[config.mk]
export PLATFORM = sky130hd
export DESIGN_NAME = crc16_read_response_check_core
export DESIGN_NICKNAME = d
export VERILOG_FILES = /design/src/design/crc16rc_pkg.sv /design/src/design/crc16rc_crc_byte.sv /design/src/design/crc16rc_frame.sv /design/src/design/crc16_read_response_check_core.sv
export SDC_FILE = /design/constraint.sdc
export NUM_CORES = 1
export LEC_CHECK = 0
export BUFFER_PORTS_ARGS = -buffer_cell sky130_fd_sc_hd__buf_4
export CAP_MARGIN = 15
export CORE_ASPECT_RATIO = 0.7
export CORE_UTILIZATION = 42
export CTS_CLUSTER_SIZE = 12
export DETAILED_ROUTE_END_ITERATION = 16
export PLACE_DENSITY = 0.72
export SYNTH_ARGS = -nofsm -noshare
export SYNTH_HDL_FRONTEND = slang
export SYNTH_SLANG_ARGS = --single-unit
[constraint.sdc]
create_clock -name clk -period 3.76 [get_ports clk]
set_input_delay 0.376 -clock clk [delete_from_list [all_inputs] [get_ports clk]]
set_output_delay 0.376 -clock clk [all_outputs]
set_load 0.02 [all_outputs]
[src/design/crc16rc_pkg.sv]
// ----------------------------------------------------------------------------
// crc16rc_pkg
// Shared types and constants for the CRC-16 read-response frame checker.
// ----------------------------------------------------------------------------
package crc16rc_pkg;

  localparam int unsigned BYTE_W     = 8;
  localparam int unsigned LEN_W      = 4;
  localparam int unsigned CRC_W      = 16;
  localparam int unsigned CFG_DATA_W = 32;
  localparam int unsigned CFG_ADDR_W = 3;

  localparam logic [CRC_W-1:0]      CRC_INIT = 16'hFFFF;
  localparam logic [CRC_W-1:0]      CRC_POLY = 16'hA001;
  localparam logic [BYTE_W-1:0]     FUNC_CODE_RESET = 8'h03;
  localparam logic [CFG_ADDR_W-1:0] REG_FUNC_CODE_ADDR = 3'd0;

  // One received byte with its sideband.
  typedef struct packed {
    logic [LEN_W-1:0]  expected_length;
    logic              frame_start;
    logic [BYTE_W-1:0] rx_byte;
  } rx_item_t;

  // Result of one received byte.
  typedef struct packed {
    logic [BYTE_W-1:0] payload_byte;
    logic              payload_valid;
    logic              frame_done;
    logic              header_ok;
    logic              crc_ok;
  } rslt_t;

endpackage

[src/design/crc16rc_crc_byte.sv]
// ----------------------------------------------------------------------------
// crc16rc_crc_byte
// One-byte update of the reflected CRC-16, eight bit steps unrolled.
// ----------------------------------------------------------------------------
module crc16rc_crc_byte
  import crc16rc_pkg::*;
(
  input  logic [CRC_W-1:0]  crc_in,
  input  logic [BYTE_W-1:0] data_in,
  output logic [CRC_W-1:0]  crc_out
);

  always_comb begin
    logic [CRC_W-1:0] c;
    c = crc_in ^ {{(CRC_W-BYTE_W){1'b0}}, data_in};
    for (int k = 0; k < BYTE_W; k++) begin
      if (c[0]) begin
        c = (c >> 1) ^ CRC_POLY;
      end else begin
        c = c >> 1;
      end
    end
    crc_out = c;
  end

endmodule

[src/design/crc16rc_frame.sv]
// ----------------------------------------------------------------------------
// crc16rc_frame
// Frame tracking state and the per-byte result logic.
// ----------------------------------------------------------------------------
module crc16rc_frame
  import crc16rc_pkg::*;
#(
  parameter int unsigned MAX_PAYLOAD = 12
)
(
  input  logic              clk,
  input  logic              rst_n,
  input  logic              step,
  input  rx_item_t          item,
  input  logic [BYTE_W-1:0] func_code,
  output rslt_t             rslt
);

  // The 4-bit length field caps the payload length below MAX_PAYLOAD if needed.
  localparam int unsigned LEN_FIELD_MAX = (1 << LEN_W) - 1;
  localparam int unsigned LEN_CAP =
    (MAX_PAYLOAD < LEN_FIELD_MAX) ? MAX_PAYLOAD : LEN_FIELD_MAX;
  localparam int unsigned POS_W = $clog2(LEN_CAP + 4);

  logic [POS_W-1:0] pos_r, pos_nxt;
  logic [CRC_W-1:0] crc_r, crc_nxt;
  logic             hdr_good_r, hdr_good_nxt;
  logic [LEN_W-1:0] len_r, len_nxt;
  logic             low_match_r, low_match_nxt;
  logic             active_r, active_nxt;

  logic [LEN_W-1:0] len_sat;
  logic [POS_W-1:0] pos_cur;
  logic [POS_W-1:0] len_ext;
  logic [CRC_W-1:0] crc_cur;
  logic [CRC_W-1:0] crc_upd;
  logic             hdr_cur;
  logic             low_cur;

  assign len_sat = (item.expected_length > LEN_W'(LEN_CAP)) ?
                   LEN_W'(LEN_CAP) : item.expected_length;

  // A frame start overrides the stored frame context for this byte.
  assign pos_cur = item.frame_start ? '0 : pos_r;
  assign crc_cur = item.frame_start ? CRC_INIT : crc_r;
  assign hdr_cur = item.frame_start | hdr_good_r;
  assign low_cur = item.frame_start ? 1'b0 : low_match_r;

  crc16rc_crc_byte u_crc (
    .crc_in  (crc_cur),
    .data_in (item.rx_byte),
    .crc_out (crc_upd)
  );

  always_comb begin
    len_nxt       = item.frame_start ? len_sat : len_r;
    len_ext       = POS_W'(len_nxt);
    pos_nxt       = pos_cur;
    crc_nxt       = crc_cur;
    hdr_good_nxt  = hdr_cur;
    low_match_nxt = low_cur;
    active_nxt    = item.frame_start | active_r;
    rslt          = '0;

    if (active_nxt) begin
      if (pos_cur == POS_W'(0)) begin
        if (item.rx_byte != func_code) begin
          hdr_good_nxt = 1'b0;
        end
        crc_nxt = crc_upd;
        pos_nxt = pos_cur + POS_W'(1);
      end else if (pos_cur == POS_W'(1)) begin
        if (item.rx_byte != BYTE_W'(len_nxt)) begin
          hdr_good_nxt = 1'b0;
        end
        crc_nxt = crc_upd;
        pos_nxt = pos_cur + POS_W'(1);
      end else if (pos_cur < len_ext + POS_W'(2)) begin
        rslt.payload_byte  = item.rx_byte;
        rslt.payload_valid = 1'b1;
        crc_nxt            = crc_upd;
        pos_nxt            = pos_cur + POS_W'(1);
      end else if (pos_cur == len_ext + POS_W'(2)) begin
        low_match_nxt = (item.rx_byte == crc_cur[BYTE_W-1:0]);
        pos_nxt       = pos_cur + POS_W'(1);
      end else begin
        rslt.frame_done = 1'b1;
        rslt.header_ok  = hdr_cur;
        rslt.crc_ok     = low_cur && (item.rx_byte == crc_cur[CRC_W-1:BYTE_W]);
        active_nxt      = 1'b0;
      end
    end
  end

  always_ff @(posedge clk) begin
    if (!rst_n) begin
      pos_r       <= '0;
      crc_r       <= CRC_INIT;
      hdr_good_r  <= 1'b0;
      len_r       <= '0;
      low_match_r <= 1'b0;
      active_r    <= 1'b0;
    end else if (step) begin
      pos_r       <= pos_nxt;
      crc_r       <= crc_nxt;
      hdr_good_r  <= hdr_good_nxt;
      len_r       <= len_nxt;
      low_match_r <= low_match_nxt;
      active_r    <= active_nxt;
    end
  end

endmodule

[src/design/crc16_read_response_check_core.sv]
// ----------------------------------------------------------------------------
// crc16_read_response_check_core
// Byte-wise checker for sensor read-response frames with a CRC-16 trailer.
// ----------------------------------------------------------------------------
//
// Channel | Direction | Transaction content
// --------+-----------+------------------------------------------------------
// in_     | slave     | one received byte, frame start flag, payload length
// out_    | master    | payload byte, payload flag, frame end with status
// cfg_    | APB slave | expected function code register at address 0
//
// Every accepted byte yields exactly one output transaction once the output
// side is ready: the byte first waits in the input register, then the
// frame logic and CRC update settle into the output register.
// The sustained rate is one byte per cycle while out_tready stays high; the
// eight-step CRC-16 byte update between the input and output registers
// sets the critical path. Reset (rst_n low, synchronous) empties both
// registers, clears the frame state, loads the CRC with 0xFFFF and sets the
// function code to 3. When out_tready is low the output register holds, the
// input register keeps its byte, and in_tready drops once both are full.
// ----------------------------------------------------------------------------
module crc16_read_response_check_core
  import crc16rc_pkg::*;
#(
  parameter int unsigned MAX_PAYLOAD = 12
)
(
  input  logic                  clk,
  input  logic                  rst_n,

  input  logic                  in_tvalid,
  output logic                  in_tready,
  input  logic [15:0]           in_tdata,   // [7:0] rx_byte, [11:8] expected_length
  input  logic                  in_tuser,   // [0] frame_start

  output logic                  out_tvalid,
  input  logic                  out_tready,
  output logic [15:0]           out_tdata,  // [7:0] payload_byte, [8] header_ok,
                                            // [9] crc_ok
  output logic                  out_tuser,  // [0] payload_valid
  output logic                  out_tlast,  // frame_done

  input  logic                  cfg_psel,
  input  logic                  cfg_penable,
  input  logic                  cfg_pwrite,
  input  logic [CFG_ADDR_W-1:0] cfg_paddr,
  input  logic [CFG_DATA_W-1:0] cfg_pwdata,
  output logic [CFG_DATA_W-1:0] cfg_prdata,
  output logic                  cfg_pready
);

  logic              s1_valid_r, s1_valid_nxt;
  rx_item_t          s1_item_r, s1_item_nxt;
  logic              out_valid_r, out_valid_nxt;
  rslt_t             out_rslt_r, out_rslt_nxt;
  logic [BYTE_W-1:0] func_code_r, func_code_nxt;

  logic              s1_adv;
  logic              in_acc;
  logic              cfg_wr;
  logic              cfg_hit;
  rslt_t             rslt;

  // Configuration port. Only the upper address bit selects a register; the
  // byte offset within the word is ignored.
  assign cfg_pready = 1'b1;
  assign cfg_hit    = (cfg_paddr[CFG_ADDR_W-1:2] == REG_FUNC_CODE_ADDR[CFG_ADDR_W-1:2]);
  assign cfg_wr     = cfg_psel && cfg_penable && cfg_pwrite && cfg_pready && cfg_hit;
  assign cfg_prdata = cfg_hit ? CFG_DATA_W'(func_code_r) : '0;

  assign func_code_nxt = cfg_wr ? cfg_pwdata[BYTE_W-1:0] : func_code_r;

  // The input byte moves on whenever the output register is free or drains
  // this cycle; the frame state advances in the same cycle.
  assign s1_adv    = s1_valid_r && (!out_valid_r || out_tready);
  assign in_tready = !s1_valid_r || s1_adv;
  assign in_acc    = in_tvalid && in_tready;

  always_comb begin
    s1_valid_nxt = s1_valid_r;
    s1_item_nxt  = s1_item_r;
    if (in_acc) begin
      s1_valid_nxt                = 1'b1;
      s1_item_nxt.rx_byte         = in_tdata[7:0];
      s1_item_nxt.expected_length = in_tdata[11:8];
      s1_item_nxt.frame_start     = in_tuser;
    end else if (s1_adv) begin
      s1_valid_nxt = 1'b0;
    end
  end

  crc16rc_frame #(
    .MAX_PAYLOAD (MAX_PAYLOAD)
  ) u_frame (
    .clk       (clk),
    .rst_n     (rst_n),
    .step      (s1_adv),
    .item      (s1_item_r),
    .func_code (func_code_r),
    .rslt      (rslt)
  );

  always_comb begin
    out_valid_nxt = out_valid_r;
    out_rslt_nxt  = out_rslt_r;
    if (s1_adv) begin
      out_valid_nxt = 1'b1;
      out_rslt_nxt  = rslt;
    end else if (out_tready) begin
      out_valid_nxt = 1'b0;
    end
  end

  always_ff @(posedge clk) begin
    if (!rst_n) begin
      s1_valid_r  <= 1'b0;
      out_valid_r <= 1'b0;
      func_code_r <= FUNC_CODE_RESET;
    end else begin
      s1_valid_r  <= s1_valid_nxt;
      out_valid_r <= out_valid_nxt;
      func_code_r <= func_code_nxt;
    end
  end

  always_ff @(posedge clk) begin
    s1_item_r  <= s1_item_nxt;
    out_rslt_r <= out_rslt_nxt;
  end

  assign out_tvalid = out_valid_r;
  assign out_tdata  = {6'b0, out_rslt_r.crc_ok, out_rslt_r.header_ok,
                       out_rslt_r.payload_byte};
  assign out_tuser  = out_rslt_r.payload_valid;
  assign out_tlast  = out_rslt_r.frame_done;

  // A payload byte is never the frame's closing byte.
  assert property (@(posedge clk) disable iff (!rst_n)
    out_valid_r |-> !(out_rslt_r.payload_valid && out_rslt_r.frame_done))
    else $error("payload byte flagged as frame end");

  // Status bits are only reported on the closing byte.
  assert property (@(posedge clk) disable iff (!rst_n)
    out_valid_r && !out_rslt_r.frame_done |->
      !out_rslt_r.header_ok && !out_rslt_r.crc_ok)
    else $error("status reported outside frame end");

  // Non-payload results carry a zero data byte.
  assert property (@(posedge clk) disable iff (!rst_n)
    out_valid_r && !out_rslt_r.payload_valid |-> out_rslt_r.payload_byte == '0)
    else $error("data byte set on a non-payload result");

  // A byte in the input register is kept while the output side stalls.
  assert property (@(posedge clk) disable iff (!rst_n)
    s1_valid_r && out_valid_r && !out_tready |=> s1_valid_r && $stable(s1_item_r))
    else $error("input register lost a byte during a stall");

endmodule

* Word-level counts from Yosys, hierarchy flattened
Cells that the tools add are included.
** Storage, ports and cells
- Bits in registers :: 62
- Output and inout bits :: 53
- Word-level logic and storage cells :: 102
** Operators by class
- $add $sub $neg :: 2
- $lt $le $gt $ge :: 2
- Eq/ne operators :: 6
- Muxes and demuxes :: 44
- Bitwise logic cells :: 14
- Reductions and logical operators :: 17
** Operator list (count)
- 2-to-1 mux 16 bit :: 13
- 2-to-1 mux 4 bit :: 8
- inverter 2 -> 3 bit :: 8
- 2-to-1 mux 1 bit :: 21
- == test 8 bit :: 2
- XOR 16 x 8 -> 16 bit :: 1
- 2-to-1 mux 8 bit :: 1
- != test 8 x 4 -> 1 bit :: 1
- != test 8 bit :: 1
- OR reduction 4 bit :: 2
- logical AND 1 bit :: 6
- OR reduction 5 bit :: 1
- adder 4 x 1 -> 4 bit (second input constant) :: 1
- adder 4 x 2 -> 4 bit (second input constant) :: 1
- == test 4 x 1 -> 1 bit (second input constant) :: 1
- == test 4 bit :: 1
- > comparator 4 bit (second input constant) :: 1
- zero test 4 bit :: 1
- < comparator 4 bit :: 1
- nonzero test 2 bit :: 2
- 2-to-1 mux 3 bit :: 1
- inverter 1 bit :: 3
- OR reduction 3 bit :: 1
- zero test 1 bit :: 2
- 2 further kinds :: 4

* Depth between registers and ports, before layout
Gate-level depths: netlist of the first run.
- Word-level depth :: 22
- Mapped depth :: 13

* Cells and area by module
From an unflattened synthesis of the first run, not the netlist that was laid out.
** Unflattened totals
- Cells, all modules :: 368
- Area, all modules :: 3723.6 um^2
** Modules (own cells, without submodules)
- crc16rc_frame :: times used 1, cells an instance 228, area each 1953.1 um^2, seq. area each 540.5 um^2
- crc16_read_response_check_core :: times used 1, cells an instance 111, area each 1486.4 um^2, seq. area each 950.9 um^2
- crc16rc_crc_byte :: times used 1, cells an instance 29, area each 284.0 um^2, seq. area each 0.0 um^2

* Worst setup path before layout of the first run
Ideal clock, no wire load.
- Path type :: reg-to-reg
- Start :: register s1_item_r[8] in the netlist's numbering
- End :: register u_frame.crc_r[0]
- Setup time :: 0.123 ns
- Data arrival time :: 3.125 ns
- Data required time :: 3.637 ns
- Slack :: 0.511 ns
- Cell stages (with the launch flop) :: 13
- Buffers on the path :: 4
- Clock period less this slack :: 3.249 ns
- Path through :: edfxtp_1 buf_4 buf_2 clkbuf_1 clkbuf_1 nor2_1 xor2_1 ha_1 xnor3_1 xnor3_2 xnor3_1 nor3_1 a211oi_1
** On the way
- Longest elaborated chain between the ends :: 15
- Elaborated cells between the ends (all ways) :: 29
- Those cells by class :: add/sub: 1; order compare: 1; eq/ne: 1; mux: 15; bitwise: 10; reduce/logical: 1
** Ends and longest elaborated chain
- start, declared :: RTL line crc16_read_response_check_core.sv:53 : rx_item_t s1_item_r, s1_item_nxt;
- start signal, assigned :: RTL line crc16_read_response_check_core.sv:127 : s1_item_r <= s1_item_nxt;
- 2-to-1 mux 16 bit :: RTL line crc16rc_frame.sv:45 : assign crc_cur = item.frame_start ? CRC_INIT : crc_r;
- XOR 16 x 8 -> 16 bit :: RTL line crc16rc_crc_byte.sv:15 : c = crc_in ^ {{(CRC_W-BYTE_W){1'b0}}, data_in};
- 2-to-1 mux 16 bit or inverter 2 -> 3 bit (tied branches) (7 in series)
- inverter 2 -> 3 bit (no line) or 2-to-1 mux 16 bit (tied branches)
- 2-to-1 mux 16 bit :: RTL line crc16rc_crc_byte.sv:17 : if (c[0]) begin
- 2-to-1 mux 16 bit :: RTL line crc16rc_frame.sv:78 : end else if (pos_cur < len_ext + POS_W'(2)) begin
- 2-to-1 mux 16 bit :: RTL line crc16rc_frame.sv:72 : end else if (pos_cur == POS_W'(1)) begin
- 2-to-1 mux 16 bit :: RTL line crc16rc_frame.sv:66 : if (pos_cur == POS_W'(0)) begin
- 2-to-1 mux 16 bit (*) :: RTL line crc16rc_frame.sv:65 : if (active_nxt) begin
- end signal, assigned :: RTL line crc16rc_frame.sv:105 : crc_r <= crc_nxt;
- end, declared :: RTL line crc16rc_frame.sv:26 : logic [CRC_W-1:0] crc_r, crc_nxt;
Mark *: on every way between the ends. The rest lies on a longest branch, timed or not.
A chain may end at the register's enable or synchronous reset.

* Final worst setup path of the first run
- Start :: register s1_item_r[12] in the netlist's numbering
- End :: register u_frame.crc_r[12]
** On the way
- Longest elaborated chain between the ends :: 9
** Ends and longest elaborated chain
- > comparator 4 bit :: RTL line crc16rc_frame.sv:40 : assign len_sat = (item.expected_length > LEN_W'(LEN_CAP)) ?
- 2-to-1 mux 4 bit :: RTL line crc16rc_frame.sv:40
- 2-to-1 mux 4 bit :: RTL line crc16rc_frame.sv:56 : len_nxt = item.frame_start ? len_sat : len_r;
- net u_frame.len_ext[1] :: RTL line crc16rc_frame.sv:34 : logic [POS_W-1:0] len_ext;
- adder 4 x 2 -> 4 bit :: RTL line crc16rc_frame.sv:78
- < comparator 4 bit :: RTL line crc16rc_frame.sv:78
- 2-to-1 mux 16 bit :: RTL line crc16rc_frame.sv:78
- 2-to-1 mux 16 bit :: RTL line crc16rc_frame.sv:72
- 2-to-1 mux 16 bit :: RTL line crc16rc_frame.sv:66
- 2-to-1 mux 16 bit :: RTL line crc16rc_frame.sv:65
The timed path passes the listed nets, and every way through them passes these cells.

==> metrics.csv, run 1 <==
stage,metric,value,unit
layout,area grow syn2layout,18.48,%
setup_path,Arrival @ worst endpoint,3420,ps
logic_synthesis,Cells after Synth,367,
detailed_routing,final antenna-violating net count,0,
sta,Fin. Hold Viols,0,
logic_synthesis,top-count cell post-synth,nand2_1,
layout,final core occ,0.5202,
outcome,status,finished with violations,
place,number of I/O port buffers,50,
place,Place WS,577.7,ps
die,IO Pins,112,
die,die height,78.39,um
sta,minimum clock period,3213,ps
clock_tree,CTS tree,done,
sta,Max Clock Freq,0.3113,GHz
logic_synthesis,"area leader, netlist",edfxtp_1,
clock_tree,Sink Count,62,
setup_path,"most used cell, CP",ha_1,
place,HPWL after DPL,5.395,mm
global_routing,Overflow after GRT,0,
die,Initial Util,0.4391,
place,GPL Wtd Cong,0.8133,
sta,clk_skew,3.905,ps
setup_path,WP depth,12,
clock_tree,setup repair bufs after CTS,0,
global_routing,vias in the first global route,2368,
setup_path,CP endpoint,u_frame.crc_r[12],
logic_synthesis,Synth top area share,0.2144,
detailed_routing,Routed WL per cell,14.44,um
logic_synthesis,Syn. warnings,0,
detailed_routing,DR DRC count,10,
power,Reg power frac,0.400,
setup_path,Setup crit start,s1_item_r[12],
detailed_routing,initial DRC count,141,
setup_path,crit path max-delay cell type,or3_1,
sta,worst rel slew slack,0.5902,
die,core box area,7973,um2
setup_path,Crit path max-delay family,simple AND/OR/NAND/NOR gates,
setup_path,r2r startpoint,s1_item_r[12],
power,combinational share of power,0.134,
logic_synthesis,Yosys reg bits,62,
sta,worst slew pin tran,614.0,ps
power,Net Sw Frac,0.2524,
logic_synthesis,"Distinct cells, synth",51,
detailed_routing,Routed WL,7.478,mm
sta,final setup margin,547.2,ps
die,Die Footprint,8710,um2
detailed_routing,Pre-Repair DR Iteration Count,12,
power,Clk pwr share,0.466,
outcome,failing checks,DRC,
power,Tot Pwr,0.001911,W
logic_synthesis,cell area after synthesis,3501,um2
logic_synthesis,Synth Area per Inst,9.539,um2
logic_synthesis,ys flop type,dfxtp_1,
setup_path,crit start category,flip-flop,
setup_path,R2R depth,12,
power,switching power,0.0004822,W
clock_tree,# H-tree levels,3,
power,internal cell power,0.001429,W
clock_tree,TritonCTS Buffers,9,
clock_tree,clk root buf,clkbuf_16,
power,peak supply drop,0.0002703,V
logic_synthesis,Post-synth top cells,"nand2_1 (42), dfxtp_1 (37), buf_4 (32), edfxtp_1 (25), nor2_1 (23)",
clock_tree,cts hold-fix bufs,0,
power,Power Dens Cells,460.7,nW/um2
clock_tree,later-pin clock latency in the skew report,330,ps
detailed_routing,via/cell ratio,5.085,
sta,setup repair after global routing missed its margin,false,
setup_path,CP required,3970,ps
logic_synthesis,ys async rst share,0,
setup_path,reg2reg end,u_frame.crc_r[12],
global_routing,first-pass GRT wire length,11.77,mm
setup_path,Setup Crit Path Kind,flip-flop to flip-flop,
layout,share of cells above drive strength 1,0.1918,
sta,fin crit share,0.8545,
logic_synthesis,post-synthesis sequential area ratio,0.4260,
die,die width,111.1,um
setup_path,endpoint class of the critical path,flip-flop,
min_path,hold crit path type,input pin to flip-flop,
logic_synthesis,"EDFF count, synth",25,
setup_path,"setup slack, reg-to-reg",550,ps
global_routing,GRT Util Overall,0.1781,
global_routing,largest net degree at the start of global routing,40,
detailed_routing,Vias,2634,
logic_synthesis,top area cells in the synthesized netlist,"edfxtp_1 (21%), dfxtp_1 (21%), buf_4 (6.9%)",
layout,n_diodes,0,
global_routing,initial antenna violation count,0,
clock_tree,CTS resizes,0,
setup_path,CP Max Fanout,12,
layout,# nets final,482,
setup_path,"Largest stage delay, worst path",560,ps
clock_tree,Clock Path Buffers,2,
layout,fill count,729,
sta,# setup viols final,0,
run,Max-Cap Viols,0,
clock_tree,"Reg clk slew, reported paths",50,ps
sta,Slew Limit Fails,0,
setup_path,Buf/Inv on CP,1,
die,Placement Rows,27,
setup_path,worst-path cell chain,a21boi_0 > mux2_2 > ha_1 > xor2_1 > ha_1 > and4b_1 > a211oi_1 > buf_4 > nor2_1 > or3_1 > o22ai_1 > nand2_1,
sta,Final TNS setup,0,ps
power,leak pwr,1.738,nW
-- final cells by class --
| class | instances | area (um2) | share of cell area |
|---|---|---|---|
| Multi-Input combinational cell | 276 | 1767 | 0.4259 |
| Sequential cell | 62 | 1491 | 0.3596 |
| Timing Repair Buffer | 54 | 405.4 | 0.09774 |
| Clock buffer | 9 | 225.2 | 0.05430 |
| Tap cell | 101 | 126.4 | 0.03047 |
| Clock inverter | 7 | 98.84 | 0.02383 |
| Inverter | 9 | 33.78 | 0.008145 |
-- logic make-up after synthesis --
family                     after synthesis  share of synthesized area
DFF                                     62                     0.4260
buffers and inverters                   58                     0.1004
other                                    2                   0.002145
xor gates and xnor gates                41                     0.1147
AOI/OAI and AO/OA                       62                     0.1197
muxes                                    7                    0.02109
and+or+nand+nor                        124                     0.1766
adders and majority gates               11                    0.03931
-- routing by layer --
layer / vias up / GRT usage / part of all wire
met1: 1224 / 0.2473 / 0.49
met2: 104 / 0.2585 / 0.42
met5: - / 0 / 0
met4: 0 / 0.06351 / 0.012
li1: 1298 / - / -
met3: 8 / 0.05792 / 0.078
-- power groups by stage --
| stage | registers [W] | logic, W | clock network [W] |
|---|---|---|---|
| floorplan | 0.000766 | 0.000217 | 0 |
| global placement | 0.000775 | 0.000250 | 0 |
| global route | 0.000767 | 0.000281 | 0.000933 |
| CTS | 0.000763 | 0.000257 | 0.000906 |
| detailed placement | 0.000777 | 0.000255 | 0 |
| finish | 0.000764 | 0.000257 | 0.000890 |
-- placed cells by master (no fill, tap or decap), types with 5 or more instances in the layout --
cell,instances
nor2_1,23
xnor2_1,19
nor3_1,5
nand2_1,42
nor4_1,5
inv_1,9
o21ai_0,6
and2_1,9
nand3_1,5
edfxtp_1,25
nor2b_1,18
clkbuf_16,9
a21oi_1,11
o22ai_1,16
xor2_1,19
buf_4,54
ha_1,11
dfxtp_1,37
conb_1,31
a21boi_0,9
-- metrics by stage --
stage | hold slack (ps) | instance area (um2) | cells
after global placement | 469.0 | 3824 | 502
after global routing | 201.7 | 4148 | 518
after CTS | 206.3 | 4148 | 518
final | 213.7 | 4148 | 518
after floorplan | 456.0 | 3610 | 396
after detailed placement | 480.0 | 3824 | 502
-- worst min path at each step --
stage                         from                   to  slack (ps)  cells past startpoint
3_3_place_gp   u_frame.low_match_r  u_frame.low_match_r         470                      2
5_1_grt                in_tdata[9]        s1_item_r[10]         200                      1
4_1_cts                in_tdata[2]         s1_item_r[2]         210                      1
2_1_floorplan  u_frame.low_match_r  u_frame.low_match_r         460                      2
3_5_place_dp      u_frame.crc_r[1]     u_frame.crc_r[1]         480                      2
6_report               in_tdata[9]        s1_item_r[10]         210                      1
-- state kept, by name, summed over array words and instances, names as in the netlist --
signal / cells
u_frame.crc_r: 16
u_frame.pos_r: 4
out_tdata: 10
u_frame.low_match_r: 1
u_frame.hdr_good_r: 1
s1_valid_r: 1
out_tuser: 1
func_code_r: 8
out_tvalid: 1
out_tlast: 1
s1_item_r: 13
u_frame.len_r: 4
u_frame.active_r: 1
Power figures use the tool's default switching activity.
==> inputs of run 2 (changes only) <==
--- a/config.mk
+++ b/config.mk
@@ -12,6 +12,8 @@
 export CTS_CLUSTER_SIZE = 12
 export DETAILED_ROUTE_END_ITERATION = 16
 export PLACE_DENSITY = 0.72
+export REMOVE_ABC_BUFFERS = 1
+export SLEW_MARGIN = 10
 export SYNTH_ARGS = -nofsm -noshare
 export SYNTH_HDL_FRONTEND = slang
 export SYNTH_SLANG_ARGS = --single-unit
==> run 2 against run 1 <==
First-iteration DRC count grew 20%. Utilization shrank 0.19 points. Count of clock-buffer cells in the layout grew 3. Hold slack gained 3.3 ps. The run still ends with DRC left. Critical endpoint is now u_frame.crc_r[14].
==> metrics.csv, run 2 (same netlist as run 1, synthesis figures left out) <==
stage,metric,value,unit
detailed_routing,via/cell ratio,5.074,
detailed_routing,initial DRC count,169,
clock_tree,setup repair bufs after CTS,0,
global_routing,initial antenna violation count,0,
sta,Slew Limit Fails,0,
global_routing,GRT Util Overall,0.1829,
die,Initial Util,0.4391,
power,Power Dens Cells,459.9,nW/um2
detailed_routing,final antenna-violating net count,0,
global_routing,largest net degree at the start of global routing,40,
setup_path,R2R depth,11,
place,dpl cell area,3816,um2
layout,fill count,723,
sta,worst slew pin tran,663.4,ps
min_path,Hold Path Origin,in_tdata[9],
layout,Largest Register,u_frame.crc_r,
die,core box area,7973,um2
min_path,hold crit path type,input pin to flip-flop,
setup_path,crit start category,flip-flop,
place,number of I/O port buffers,50,
layout,area grow syn2layout,18.05,%
clock_tree,TritonCTS Buffers,9,
detailed_routing,Vias,2623,
clock_tree,# H-tree levels,3,
global_routing,first-pass GRT wire length,12.28,mm
detailed_routing,Routed WL per cell,14.36,um
die,die height,78.39,um
detailed_routing,DR DRC count,14,
sta,clk_skew,5.740,ps
clock_tree,later-pin clock latency in the skew report,330,ps
clock_tree,clk root buf,clkbuf_16,
sta,Max Clock Freq,0.2876,GHz
sta,minimum clock period,3477,ps
layout,Post-Layout Inst Area,4133,um2
outcome,failing checks,DRC,
die,IO Pins,112,
min_path,hold path endpoint,s1_item_r[10],
sta,setup repair after global routing missed its margin,false,
layout,n_diodes,0,
clock_tree,Clock Path Buffers,2,
sta,fin crit share,0.9246,
sta,final setup margin,283.4,ps
clock_tree,CTS tree,done,
clock_tree,"Reg clk slew, reported paths",50,ps
min_path,hold path cells,1,
clock_tree,cts hold-fix bufs,0,
setup_path,reg2reg end,u_frame.crc_r[14],
run,Max-Cap Viols,0,
sta,Fin. Hold Viols,0,
layout,share of cells above drive strength 1,0.1851,
setup_path,r2r startpoint,s1_item_r[12],
setup_path,CP required,3970,ps
layout,# nets final,481,
setup_path,endpoint class of the critical path,flip-flop,
clock_tree,CTS resizes,0,
place,Place WS,355.3,ps
detailed_routing,Routed WL,7.423,mm
global_routing,vias in the first global route,2456,
outcome,status,finished with violations,
setup_path,"setup slack, reg-to-reg",280,ps
sta,# setup viols final,0,
power,leak pwr,1.735,nW
power,peak supply drop,0.0002681,V
clock_tree,Sink Count,62,
setup_path,Arrival @ worst endpoint,3680,ps
detailed_routing,Pre-Repair DR Iteration Count,13,
die,Die Footprint,8710,um2
setup_path,Setup Crit Path Kind,flip-flop to flip-flop,
die,Placement Rows,27,
layout,most frequent cells in the layout,"buf_4 (53), nand2_1 (42), dfxtp_1 (37), conb_1 (31), edfxtp_1 (25)",
sta,worst rel slew slack,0.5573,
power,Tot Pwr,0.001901,W
global_routing,Overflow after GRT,0,
setup_path,CP Max Fanout,12,
die,die width,111.1,um
place,GPL Wtd Cong,0.8549,
layout,"most common cell after layout, fill and taps aside",buf_4,
layout,max reg flops,16,
place,HPWL after DPL,5.352,mm
sta,Final TNS setup,0,ps
[run 2: cell types whose count changed in the layout (fill, tap and decap cells not counted)]
cell | previous run | this run
clkbuf_8 | 0 | 1
clkinvlp_4 | 1 | 0
clkinv_4 | 3 | 0
clkinv_2 | 1 | 2
clkbuf_1 | 0 | 2
buf_4 | 54 | 53
[run 2: worst max-delay path: stages, from the launching register on]
cell and delay [ps]:
edfxtp_1 390, a21boi_0 120, mux2_2 320, ha_1 220
xor2_1 170, ha_1 340, and4b_1 210, a211oi_1 490
nor2_1 170, or3_1 590, o22ai_1 250, nand2_1 70
[run 2: metal layers]
layer / share of wire / global-route usage
met5: 0 / 0
met4: 0.016 / 0.06757
met3: 0.086 / 0.06718
met2: 0.41 / 0.2597
met1: 0.49 / 0.2524
[run 2: through the flow]
stage,hold slack (ps),utilization,cells
4_1_cts,206.1,0.5184,517
3_5_place_dp,483.9,0.4787,501
3_3_place_gp,469.5,0.4787,501
2_1_floorplan,437.9,-,347
6_report,217.0,0.5184,517
5_1_grt,206.5,0.5184,517
[run 2: cell type report]
cell class / instances / area [um2] / share of cell area
Timing Repair Buffer: 53 / 397.9 / 0.09628
Inverter: 9 / 33.78 / 0.008174
Tap cell: 101 / 126.4 / 0.03058
Multi-Input combinational cell: 276 / 1767 / 0.4275
Sequential cell: 62 / 1491 / 0.3609
Clock buffer: 12 / 246.5 / 0.05964
Clock inverter: 4 / 70.07 / 0.01695
[run 2: power breakdown]
part	switching [W]	leakage, nW	internal [W]	total, W
logic	0.000141	1.04	0.000116	0.000257
registers	0.0000342	0.539	0.000731	0.000765
clock network	0.000283	0.157	0.000596	0.000879
total	0.000459	1.74	0.00144	0.00190
[run 2: how the worst max path moves through the flow]
stage / from / to / slack [ps]
2_1_floorplan: s1_item_r[8] / u_frame.crc_r[0] / 190
3_3_place_gp: s1_item_r[12] / u_frame.crc_r[10] / 440
3_5_place_dp: s1_item_r[12] / u_frame.crc_r[0] / 360
4_1_cts: s1_item_r[12] / u_frame.crc_r[14] / 340
5_1_grt: s1_item_r[12] / u_frame.crc_r[0] / 70
6_report: s1_item_r[12] / u_frame.crc_r[14] / 280
